$ cat config.mk
export PLATFORM = sky130hd
export DESIGN_NAME = h264_rtp_fu_a_packetizer_unit
export DESIGN_NICKNAME = d
export VERILOG_FILES = /design/src/rtl/core/h264fu_pkg.sv /design/src/rtl/core/h264fu_ctx.sv /design/src/rtl/core/h264fu_oreg.sv /design/src/rtl/core/h264_rtp_fu_a_packetizer_unit.sv
export VERILOG_INCLUDE_DIRS = /design/src /design/src/rtl/core
export SDC_FILE = /design/constraint.sdc
export NUM_CORES = 1
export LEC_CHECK = 0
export ABC_CLOCK_PERIOD_IN_PS = 14000
export BUFFER_PORTS_ARGS = -buffer_cell sky130_fd_sc_hd__buf_2
export CAP_MARGIN = 20
export CELL_PAD_IN_SITES_DETAIL_PLACEMENT = 0
export CELL_PAD_IN_SITES_GLOBAL_PLACEMENT = 1
export CORE_MARGIN = 2
export CORE_UTILIZATION = 48
export CTS_CLUSTER_DIAMETER = 30
export DETAILED_ROUTE_END_ITERATION = 7
export PLACE_DENSITY = 0.87
export SETUP_SLACK_MARGIN = 0.05
export SLEW_MARGIN = 20
export SYNTH_ARGS = -nofsm -noshare
export SYNTH_HDL_FRONTEND = slang
export SYNTH_SLANG_ARGS = --single-unit
$ cat constraint.sdc
create_clock -name clk -period 14 [get_ports clk]
set_clock_uncertainty 0.15 [all_clocks]
set_input_delay 2.8 -clock clk [delete_from_list [all_inputs] [get_ports clk]]
set_output_delay 2.8 -clock clk [all_outputs]
set_load 0.1 [all_outputs]
$ cat src/rtl/core/assert_macros.svh
// Assertion macros shared by the packetizer RTL.
`ifndef ASSERT_MACROS_SVH
`define ASSERT_MACROS_SVH
`ifndef SYNTHESIS
`define ASSERT_ALWAYS(lbl, clk, rst, expr) \
  lbl: assert property (@(posedge clk) disable iff (rst) (expr)) \
    else $error("assertion failed");
`define ASSERT_IMPLIES(lbl, clk, rst, ante, cons) \
  lbl: assert property (@(posedge clk) disable iff (rst) (ante) |-> (cons)) \
    else $error("assertion failed");
`else
`define ASSERT_ALWAYS(lbl, clk, rst, expr)
`define ASSERT_IMPLIES(lbl, clk, rst, ante, cons)
`endif
`endif

$ cat src/rtl/core/h264fu_pkg.sv
// Types and constants for the H.264 RTP FU-A packetizer.
package h264fu_pkg;

  localparam logic [15:0] MAX_PAYLOAD_RESET = 16'd1400;
  localparam logic [15:0] MIN_PAYLOAD       = 16'd3;
  localparam logic [7:0]  NRI_MASK          = 8'hE0;
  localparam logic [7:0]  FU_A_TYPE         = 8'd28;
  localparam int          RES_MAX           = 3;

  typedef struct packed {
    logic [7:0]  data_byte;
    logic        first_of_nal;
    logic [15:0] nal_length;
    logic        channel;
    logic [31:0] frame_timestamp;
  } in_item_t;

  typedef struct packed {
    logic [7:0]  out_byte;
    logic        packet_start;
    logic        packet_end;
    logic [15:0] payload_length;
    logic        frame_marker;
    logic        out_channel;
    logic [31:0] out_timestamp;
    logic        run_last;
  } out_item_t;

  typedef out_item_t [RES_MAX-1:0] res_vec_t;

  typedef struct packed {
    logic [1:0] cnt;
    res_vec_t   res;
  } step_t;

endpackage

$ cat src/rtl/core/h264fu_ctx.sv
// Packetizer context registers and per-byte result generation.
module h264fu_ctx
  import h264fu_pkg::*;
(
  input  logic        clk,
  input  logic        rst,
  input  in_item_t    item,
  input  logic        consume,
  input  logic [15:0] max_payload,
  output step_t       step
);

  logic        fragment_mode, fragment_mode_next;
  logic [7:0]  fu_indicator_byte, fu_indicator_byte_next;
  logic [4:0]  nal_type_bits, nal_type_bits_next;
  logic [15:0] bytes_remaining, bytes_remaining_next;
  logic [15:0] chunk_left, chunk_left_next;
  logic        first_fragment_flag, first_fragment_flag_next;
  logic        final_fragment_flag, final_fragment_flag_next;

  logic [15:0] mp;
  logic [15:0] len_e;
  logic [15:0] chunk;
  logic        fin;
  logic [7:0]  hdr;
  out_item_t   base;

  always_comb begin
    mp    = (max_payload < MIN_PAYLOAD) ? MIN_PAYLOAD : max_payload;
    len_e = (item.nal_length == 16'd0) ? 16'd1 : item.nal_length;

    fragment_mode_next       = fragment_mode;
    fu_indicator_byte_next   = fu_indicator_byte;
    nal_type_bits_next       = nal_type_bits;
    bytes_remaining_next     = bytes_remaining;
    chunk_left_next          = chunk_left;
    first_fragment_flag_next = first_fragment_flag;
    final_fragment_flag_next = final_fragment_flag;

    if (({1'b0, bytes_remaining} + 17'd2) > {1'b0, mp}) begin
      chunk = mp - 16'd2;
      fin   = 1'b0;
    end else begin
      chunk = bytes_remaining;
      fin   = 1'b1;
    end
    hdr = {first_fragment_flag, fin, 1'b0, nal_type_bits};

    base                = '0;
    base.out_channel    = item.channel;
    base.out_timestamp  = item.frame_timestamp;
    step                = '0;

    if (item.first_of_nal) begin
      bytes_remaining_next = len_e - 16'd1;
      chunk_left_next      = 16'd0;
      if (len_e <= mp) begin
        fragment_mode_next       = 1'b0;
        final_fragment_flag_next = 1'b1;
        step.cnt                       = 2'd1;
        step.res[0]                    = base;
        step.res[0].out_byte           = item.data_byte;
        step.res[0].packet_start       = 1'b1;
        step.res[0].packet_end         = (len_e == 16'd1);
        step.res[0].payload_length     = len_e;
        step.res[0].frame_marker       = 1'b1;
        step.res[0].run_last           = 1'b1;
      end else begin
        fragment_mode_next       = 1'b1;
        fu_indicator_byte_next   = (item.data_byte & NRI_MASK) | FU_A_TYPE;
        nal_type_bits_next       = item.data_byte[4:0];
        first_fragment_flag_next = 1'b1;
        final_fragment_flag_next = 1'b0;
      end
    end else if (bytes_remaining != 16'd0) begin
      bytes_remaining_next = bytes_remaining - 16'd1;
      if (!fragment_mode) begin
        step.cnt                 = 2'd1;
        step.res[0]              = base;
        step.res[0].out_byte     = item.data_byte;
        step.res[0].packet_end   = (bytes_remaining == 16'd1);
        step.res[0].frame_marker = 1'b1;
        step.res[0].run_last     = 1'b1;
      end else if (chunk_left == 16'd0) begin
        first_fragment_flag_next   = 1'b0;
        final_fragment_flag_next   = fin;
        chunk_left_next            = chunk - 16'd1;
        step.cnt                   = 2'd3;
        step.res[0]                = base;
        step.res[0].out_byte       = fu_indicator_byte;
        step.res[0].packet_start   = 1'b1;
        step.res[0].payload_length = chunk + 16'd2;
        step.res[0].frame_marker   = fin;
        step.res[1]                = base;
        step.res[1].out_byte       = hdr;
        step.res[1].frame_marker   = fin;
        step.res[2]                = base;
        step.res[2].out_byte       = item.data_byte;
        step.res[2].packet_end     = (chunk == 16'd1);
        step.res[2].frame_marker   = fin;
        step.res[2].run_last       = 1'b1;
      end else begin
        chunk_left_next          = chunk_left - 16'd1;
        step.cnt                 = 2'd1;
        step.res[0]              = base;
        step.res[0].out_byte     = item.data_byte;
        step.res[0].packet_end   = (chunk_left == 16'd1);
        step.res[0].frame_marker = final_fragment_flag;
        step.res[0].run_last     = 1'b1;
      end
    end
  end

  always_ff @(posedge clk) begin
    if (rst) begin
      fragment_mode       <= 1'b0;
      fu_indicator_byte   <= 8'd0;
      nal_type_bits       <= 5'd0;
      bytes_remaining     <= 16'd0;
      chunk_left          <= 16'd0;
      first_fragment_flag <= 1'b1;
      final_fragment_flag <= 1'b0;
    end else if (consume) begin
      fragment_mode       <= fragment_mode_next;
      fu_indicator_byte   <= fu_indicator_byte_next;
      nal_type_bits       <= nal_type_bits_next;
      bytes_remaining     <= bytes_remaining_next;
      chunk_left          <= chunk_left_next;
      first_fragment_flag <= first_fragment_flag_next;
      final_fragment_flag <= final_fragment_flag_next;
    end
  end

endmodule

$ cat src/rtl/core/h264fu_oreg.sv
// Output result register with valid/stall handshake.
module h264fu_oreg
  import h264fu_pkg::*;
(
  input  logic      clk,
  input  logic      rst,
  input  logic      load,
  input  out_item_t d,
  input  logic      stall,
  output logic      valid,
  output out_item_t q,
  output logic      free
);

  assign free = !valid || !stall;

  always_ff @(posedge clk) begin
    if (rst) begin
      valid <= 1'b0;
    end else if (free) begin
      valid <= load;
    end
  end

  always_ff @(posedge clk) begin
    if (free && load) begin
      q <= d;
    end
  end

endmodule

$ cat src/rtl/core/h264_rtp_fu_a_packetizer_unit.sv
// Top level of the H.264 RTP FU-A packetizer.
//
//   channel   direction  handshake          payload
//   in        input      in_valid/in_stall  in_item_t  (one NAL byte)
//   out       output     out_valid/out_stall out_item_t (one payload byte)
//   cfg       input      cfg_valid/cfg_ready 16-bit max_payload
//
// A byte sits in the input register until all its results are loaded: one
// result, or three when it opens a fragment (indicator, FU header, data), or
// none at all. The single output register sets the pace: one result per cycle
// while out is not stalled. Synchronous reset clears the context and both
// valid flags and loads max_payload with 1400. A stall on out holds the output
// register and back-pressures in once the input register is occupied.
`include "assert_macros.svh"
module h264_rtp_fu_a_packetizer_unit
  import h264fu_pkg::*;
(
  input  logic        clk,
  input  logic        rst,
  input  logic        in_valid,
  output logic        in_stall,
  input  in_item_t    in_data,
  output logic        out_valid,
  input  logic        out_stall,
  output out_item_t   out_data,
  input  logic        cfg_valid,
  output logic        cfg_ready,
  input  logic [15:0] cfg_data
);

  logic [15:0] max_payload;
  logic        iv;
  in_item_t    item;
  logic [1:0]  idx;
  step_t       step;
  logic        out_free;
  logic        load;
  logic        is_last;
  logic        consume;
  out_item_t   sel;

  assign cfg_ready = 1'b1;

  always_ff @(posedge clk) begin
    if (rst) begin
      max_payload <= MAX_PAYLOAD_RESET;
    end else if (cfg_valid && cfg_ready) begin
      max_payload <= cfg_data;
    end
  end

  h264fu_ctx u_ctx (
    .clk         (clk),
    .rst         (rst),
    .item        (item),
    .consume     (consume),
    .max_payload (max_payload),
    .step        (step)
  );

  always_comb begin
    case (idx)
      2'd0:    sel = step.res[0];
      2'd1:    sel = step.res[1];
      2'd2:    sel = step.res[2];
      default: sel = step.res[0];
    endcase
  end

  assign is_last  = (idx == step.cnt - 2'd1);
  assign load     = iv && (step.cnt != 2'd0) && out_free;
  assign consume  = iv && ((step.cnt == 2'd0) || (out_free && is_last));
  assign in_stall = iv && !consume;

  always_ff @(posedge clk) begin
    if (rst) begin
      iv  <= 1'b0;
      idx <= 2'd0;
    end else begin
      if (in_valid && !in_stall) begin
        iv <= 1'b1;
      end else if (consume) begin
        iv <= 1'b0;
      end
      if (consume) begin
        idx <= 2'd0;
      end else if (load) begin
        idx <= idx + 2'd1;
      end
    end
  end

  always_ff @(posedge clk) begin
    if (in_valid && !in_stall) begin
      item <= in_data;
    end
  end

  h264fu_oreg u_oreg (
    .clk   (clk),
    .rst   (rst),
    .load  (load),
    .d     (sel),
    .stall (out_stall),
    .valid (out_valid),
    .q     (out_data),
    .free  (out_free)
  );

  `ASSERT_IMPLIES(a_idx_range, clk, rst, iv && step.cnt != 2'd0, idx < step.cnt)
  `ASSERT_IMPLIES(a_idx_idle, clk, rst, !iv, idx == 2'd0)
  `ASSERT_IMPLIES(a_item_held, clk, rst, load && !is_last, ##1 iv)
  `ASSERT_IMPLIES(a_out_rise, clk, rst, $rose(out_valid), $past(load))

endmodule

==> flow_summary.yaml, run 1 <==
clocking:
  clockBufferDepth: 2
  cts_buffers: 17
  ctsResizeCount: 0
  cts_sinks: 183
  cts_tree: "done"
  clk_latency_ps: 440
  clk_pin_slew_ps: 80
  root_buffer: "clkbuf_16"
  htreeDepth: 4
  post_cts_buffers: 0
  holdBufCountCts: 0
placed_design:
  gp_congestion: 0.944
  dp.cells: 1426
  dp_hpwl_mm: 21.4
  io_buffers: 141
critical_path:
  crit_family: "simple AND/OR/NAND/NOR gates"
  path_buf_inv: 2
  max_stage_delay_ps: 630
  cp.arrival_ps: 5280
  critPathSlowestCell: "or4_1"
  worstPathRequired_ps: 11050
  path_cells: "or4_1 -> or4b_1 -> or2_2 -> or3_1 -> nor2_1 -> a21oi_1 -> ha_1 -> inv_1 -> a21oi_1 -> o21a_1 -> o211ai_1 -> nand2_1 -> xnor2_1 -> a21oi_1 -> buf_2"
  critPathKind: "flip-flop to output port"
  critPathCaptureType: "output port"
  critPathMaxFanout: 6
  cp-start-kind: "flip-flop"
  crit_top_cell: "a21oi_1"
layout:
  ff_latch_area_um2: 4850
  fin_nets: 1296
  drive_gt1_share_pct: 17.3
  final_cell_mix: "141 x buf_2, 119 x edfxtp_1, 94 x nand2_1"
  final_common_cell: "buf_2"
  nFillCells: 1921
  final_core_util_pct: 55.7
  area_growth_pct: 13.6
  layout.cells.non_filler: 1459
  multiInputGateArea_um2: 5070
sta:
  fin_crit_ps: 8230
  fin_crit_sh_pct: 58.8
  fmax_mhz: 122
  final-max-slew-violation-count: 0
  rsz0062_at_grt: "no"
  setup_tns_ps: 0
  worstMarginPinSlew_ps: 970
  maxSlewHeadroom_pct: 34.8
  setup_viol: 0
  hold_violations: 0
grt:
  grt_pass1_wl_mm: 45.2
  grt_pass1_vias: 8152
  grt_max_degree: 59
  grt_overflow: 0
  antenna_found_initial: 0
  grtUsageTotal_pct: 25.8
route:
  via_count: 8650
  post-route-drc-count: 0
  drt-total-wl_mm: 29.3
  via_per_inst: 5.93
  post_drt_wl_per_cell_um: 20.1
  drtIter0Drc: 790
  antenna_left: 0
  detail_route.first_pass.iterations: 5
floorplan:
  pin_count: 143
  initial_utilization_pct: 49.1
  die_w_um: 151
  die_y_um: 151
  rows: 53
  fp.coreArea_um2: 21100
  dieArea_um2: 22800
synthesis:
  synth_nets: 1208
  synth_seq_cells: 183
  synthArstFlopShare_pct: 0
  yosysWarnings: 0
  synth-edff-count: 119
  yosys.cell_types.count: 75
  synth.avg_cell_area_um2: 9.57
  synthFlopType: "edfxtp_1"
  synth_area_leaders: "edfxtp_1 35%, dfxtp_1 12%, ha_1 5.7%, xnor2_1 3.6%, nand2_1 3.4%"
  seq_area_frac_synth_pct: 46.9
  yosysTopAreaCell: "edfxtp_1"
  yosys.area.top_type_share_pct: 34.5
  synth.cell_area_um2: 10400
  synthCells: 1082
flow_run:
  maxCapViolations: 0
run_status:
  status: "complete, no violations"
hold_path:
  hold_class: "flip-flop to flip-flop"
power_and_ir_drop:
  power_density_nw_per_um2: 202
  power_uw: 2380
  ir_drop_v: 0.0000941
  leakage_uw: 0.00448
sequential cells by signal (all words and copies together) (netlist names), 2 cells and up:
signal,flops
u_ctx.bytes_remaining,16
u_oreg.q,61
u_ctx.chunk_left,16
idx,2
u_ctx.fu_indicator_byte,4
u_ctx.nal_type_bits,5
item,58
max_payload,16
worst register-to-register path, cell delays in order (launching register included):
cell	delay, ps
edfxtp_1	490
or4_1	630
or4b_1	530
or2_2	320
or3_1	380
nor2_1	230
a21oi_1	170
ha_1	310
nand2_1	50
or4_1	470
o21a_1	170
a2111oi_1	810
or3_1	850
o21ai_2	370
a211o_1	330
a21oi_1	130
cells by family after synthesis:
family                   share of synthesized area (%)
AO/OA/AOI/OAI                                     14.0
XOR/XNOR                                          5.08
buffers and inverters                             4.50
adder cells (fa/ha/maj)                           5.68
multiplexers                                      2.93
other                                           0.0362
flip-flops                                        46.9
AND/OR/NAND/NOR                                   20.9
path summary, 6_finish.rpt:
| kind | start | end | slack [ps] | cells past startpoint |
|---|---|---|---|---|
| setup reg to reg | item[39] | u_ctx.chunk_left[5] | 7560 | 15 |
| hold / removal | u_ctx.first_fragment_flag | u_ctx.first_fragment_flag | 310 | 2 |
| hold reg to reg | u_ctx.first_fragment_flag | u_ctx.first_fragment_flag | 310 | 2 |
| setup / recovery | item[39] | in_stall | 5770 | 15 |
metrics by stage:
stage               hold WS [ps]  setup slack [ps]  area, um^2
finish                       313              5770       11800
floorplan                    282              6010       10400
global route                 331              5400       11800
global placement             291              6470       11200
CTS                          317              5850       11800
detailed placement           304              6320       11200
metal layers:
metal	GRT usage [%]	vias up	share of wire [%]
met2	40.8	378	47
li1	-	4122	-
met5	0	-	0
met3	3.67	61	6.7
met1	36.2	4089	44
met4	9.63	0	3.0
where the power goes:
| part | internal (uW) | total (uW) | switching (uW) | leakage (uW) |
|---|---|---|---|---|
| sequential | 673 | 749 | 76.6 | 0.00166 |
| clock | 241 | 482 | 241 | 0.000285 |
| combinational | 341 | 1150 | 807 | 0.00254 |
| total | 1250 | 2380 | 1120 | 0.00448 |
cell usage after synthesis (all sizes together) (4+ instances only):
cell / n
a211oi: 9
a21oi: 57
a221o: 4
a221oi: 4
a22o: 7
a22oi: 5
a31oi: 5
a41oi: 4
and2: 41
and3: 8
and4: 8
buf: 17
clkbuf: 63
dfxtp: 64
edfxtp: 119
ha: 47
inv: 35
mux2i: 28
nand2: 95
nand2b: 8
nand3: 40
nand4: 10
nor2: 92
nor2b: 10
nor3: 50
nor4: 17
o211ai: 16
o21a: 4
o21ai: 63
o221ai: 5
o22ai: 4
o31ai: 6
or2: 5
or3: 19
or4: 11
xnor2: 43
xor2: 17
cell type report:
type / instances / share of cell area, %
timing repair buffer: 149 / 6.51
clock buffer: 18 / 3.65
antenna: 1 / 0.0213
sequential: 183 / 41.3
inverter: 35 / 1.12
clock inverter: 14 / 1.35
multi-input combinational: 784 / 43.1
tap: 275 / 2.93
(Power assumes the default switching activity.)
==> inputs of run 2 (changes only) <==
- ABC_CLOCK_PERIOD_IN_PS: 14000 -> 7500
- CORE_UTILIZATION: 48 -> 41
- PLACE_DENSITY: 0.87 -> 0.8
- clock period: 14 -> 7.5 ns (I/O delays scaled with it)
==> run 2 against run 1 <==
  * Final cell count rose by 4.0%
  * Power rose by 90%
  * Sequential power rose by 86%
  * Register-to-register slack got worse by 5900 ps
  * Worst setup slack got worse by 5000 ps
  * Sequential share of layout area fell by 0.56 points
  * Utilization fell by 8.0 points
  * Global-route usage fell by 3.4 points
  * First-iteration DRC count rose by 11%
  * Via count fell by 0.57%
  * Worst hold slack improved by 9.5 ps
  * Critical path depth did not move
  * Critical endpoint unchanged
  * Largest power group unchanged
==> flow_summary.yaml, run 2 (synthesis gave the netlist of run 1 again) <==
critical_path:
  r2r-end: "u_ctx.bytes_remaining[14]"
  max_stage_delay_ps: 590
  crit_family: "simple AND/OR/NAND/NOR gates"
  crit_top_cell: "a21oi_1"
  r2r_setup_slack_ps: 1610
  critPathSlowestCell: "or4_1"
  critPathKind: "flip-flop to output port"
  critPathMaxFanout: 7
  path_cells: "or4_1 -> or4b_1 -> or2_2 -> or3_1 -> nor2_1 -> a21oi_1 -> ha_1 -> inv_1 -> a21oi_1 -> o21a_1 -> o211ai_1 -> nand2_1 -> xnor2_1 -> a21oi_2 -> buf_2"
  worstPathRequired_ps: 5850
  worstReg2RegStart: "item[38]"
  path_buf_inv: 2
  cp-start-kind: "flip-flop"
  cp.arrival_ps: 5070
  critPathCaptureType: "output port"
  r2r_cells: 16
route:
  antenna_left: 0
  post-route-drc-count: 0
  via_count: 8601
  via_per_inst: 5.67
  post_drt_wl_per_cell_um: 19.5
  detail_route.first_pass.iterations: 5
  drt-total-wl_mm: 29.7
  drtIter0Drc: 879
clocking:
  clk_pin_slew_ps: 80
  htreeDepth: 4
  holdBufCountCts: 0
  post_cts_buffers: 0
  clockBufferDepth: 2
  clk_latency_ps: 450
  cts_tree: "done"
  ctsResizeCount: 0
  cts_sinks: 183
  cts_buffers: 17
  root_buffer: "clkbuf_16"
floorplan:
  rows: 58
  fp.coreArea_um2: 25000
  dieArea_um2: 26500
  die_y_um: 163
  initial_utilization_pct: 41.5
  pin_count: 143
  die_w_um: 163
power_and_ir_drop:
  power_density_nw_per_um2: 379
  ir_drop_v: 0.000258
  leakage_uw: 0.00453
sta:
  final-max-slew-violation-count: 0
  worstMarginPinSlew_ps: 970
  setup_viol: 0
  fin_crit_ps: 6720
  fmax_mhz: 149
  setup_tns_ps: 0
  rsz0062_at_grt: "no"
  maxSlewHeadroom_pct: 34.8
  hold_violations: 0
  fin_crit_sh_pct: 89.6
hold_path:
  hold_class: "flip-flop to flip-flop"
  whs_path_depth: 2
  hold_end: "u_ctx.first_fragment_flag"
  hp-start: "u_ctx.first_fragment_flag"
placed_design:
  dp_hpwl_mm: 21.8
  gp_congestion: 0.916
  io_buffers: 141
layout:
  area_growth_pct: 15.1
  drive_gt1_share_pct: 17.8
  ff_latch_area_um2: 4850
  largestRegisters: "u_oreg.q x61, item x58"
  multiInputGateArea_um2: 5070
  largest-register: "u_oreg.q"
  final_common_cell: "buf_2"
  final_core_util_pct: 47.7
  final_cell_mix: "141 x buf_2, 119 x edfxtp_1, 94 x nand2_1"
  largest_reg_flops: 61
  nFillCells: 2371
  fin_nets: 1300
grt:
  grt_pass1_wl_mm: 46.0
  antenna_found_initial: 1
  grtUsageTotal_pct: 22.4
  grt_overflow: 0
  grt_max_degree: 47
  grt_pass1_vias: 8160
flow_run:
  maxCapViolations: 0
run_status:
  status: "complete, no violations"
## run 2: cell types whose count changed in the layout (fill, tap and decap cells not counted)
cell       before  now
bufinv_16       0    2
clkinv_4        3    0
clkbuf_1        1    0
clkinv_8        3    5
inv_12          0    1
a21oi_1        56   55
buf_4           8   12
a21oi_2         0    1
inv_6           1    4
inv_8           6    2
## run 2: stage by stage
step | total power (uW) | instances | worst slack (ps) | hold WS, ps | instance area, um^2
after floorplan | 2990 | 1082 | 271 | 282 | 10400
after global placement | 3500 | 1485 | 1370 | 292 | 11300
after detailed placement | 3520 | 1485 | 1300 | 318 | 11300
after CTS | 4510 | 1517 | 811 | 331 | 11900
after global routing | 4760 | 1518 | 476 | 363 | 11900
final | 4520 | 1518 | 781 | 323 | 11900
## run 2: final cells by class
| cell class | count | area share (%) |
|---|---|---|
| multi-input combinational | 784 | 42.6 |
| sequential | 183 | 40.7 |
| timing repair buffer | 153 | 6.68 |
| clock buffer | 17 | 3.57 |
| tap | 330 | 3.46 |
| clock inverter | 15 | 1.87 |
| inverter | 35 | 1.10 |
| antenna | 1 | 0.0210 |
## run 2: worst max-delay path by stage
stage / slack (ps) / to / start / cells past startpoint
floorplan: 270 / item[0] / item[39] / 14
global placement: 1370 / in_stall / item[39] / 15
detailed placement: 1300 / in_stall / item[40] / 15
CTS: 810 / in_stall / item[38] / 15
global route: 480 / in_stall / item[38] / 15
finish: 780 / in_stall / item[38] / 15
## run 2: worst register-to-register path: stages (launching register included)
cell	delay [ps]
edfxtp_1	510
or4_1	590
or4b_1	500
or2_2	310
or3_1	360
nor2_1	210
a21oi_1	170
ha_1	320
nand2_1	50
or4_1	470
o21a_1	170
a2111oi_1	770
nor3_2	280
buf_4	270
nor2_1	400
nand3_1	170
o211ai_1	120
## run 2: power breakdown
part	internal, uW	switching [uW]
clock network	519	465
logic	642	1500
registers	1250	139
## run 2: per-layer routing
metal  vias up  routed length, um  GRT usage, %
li1       4134                  -             -
met1      4080              13000          30.1
met2       312              13700          35.5
met3        75               1680          3.95
met4         0               1280          10.3
met5         -                  0             0
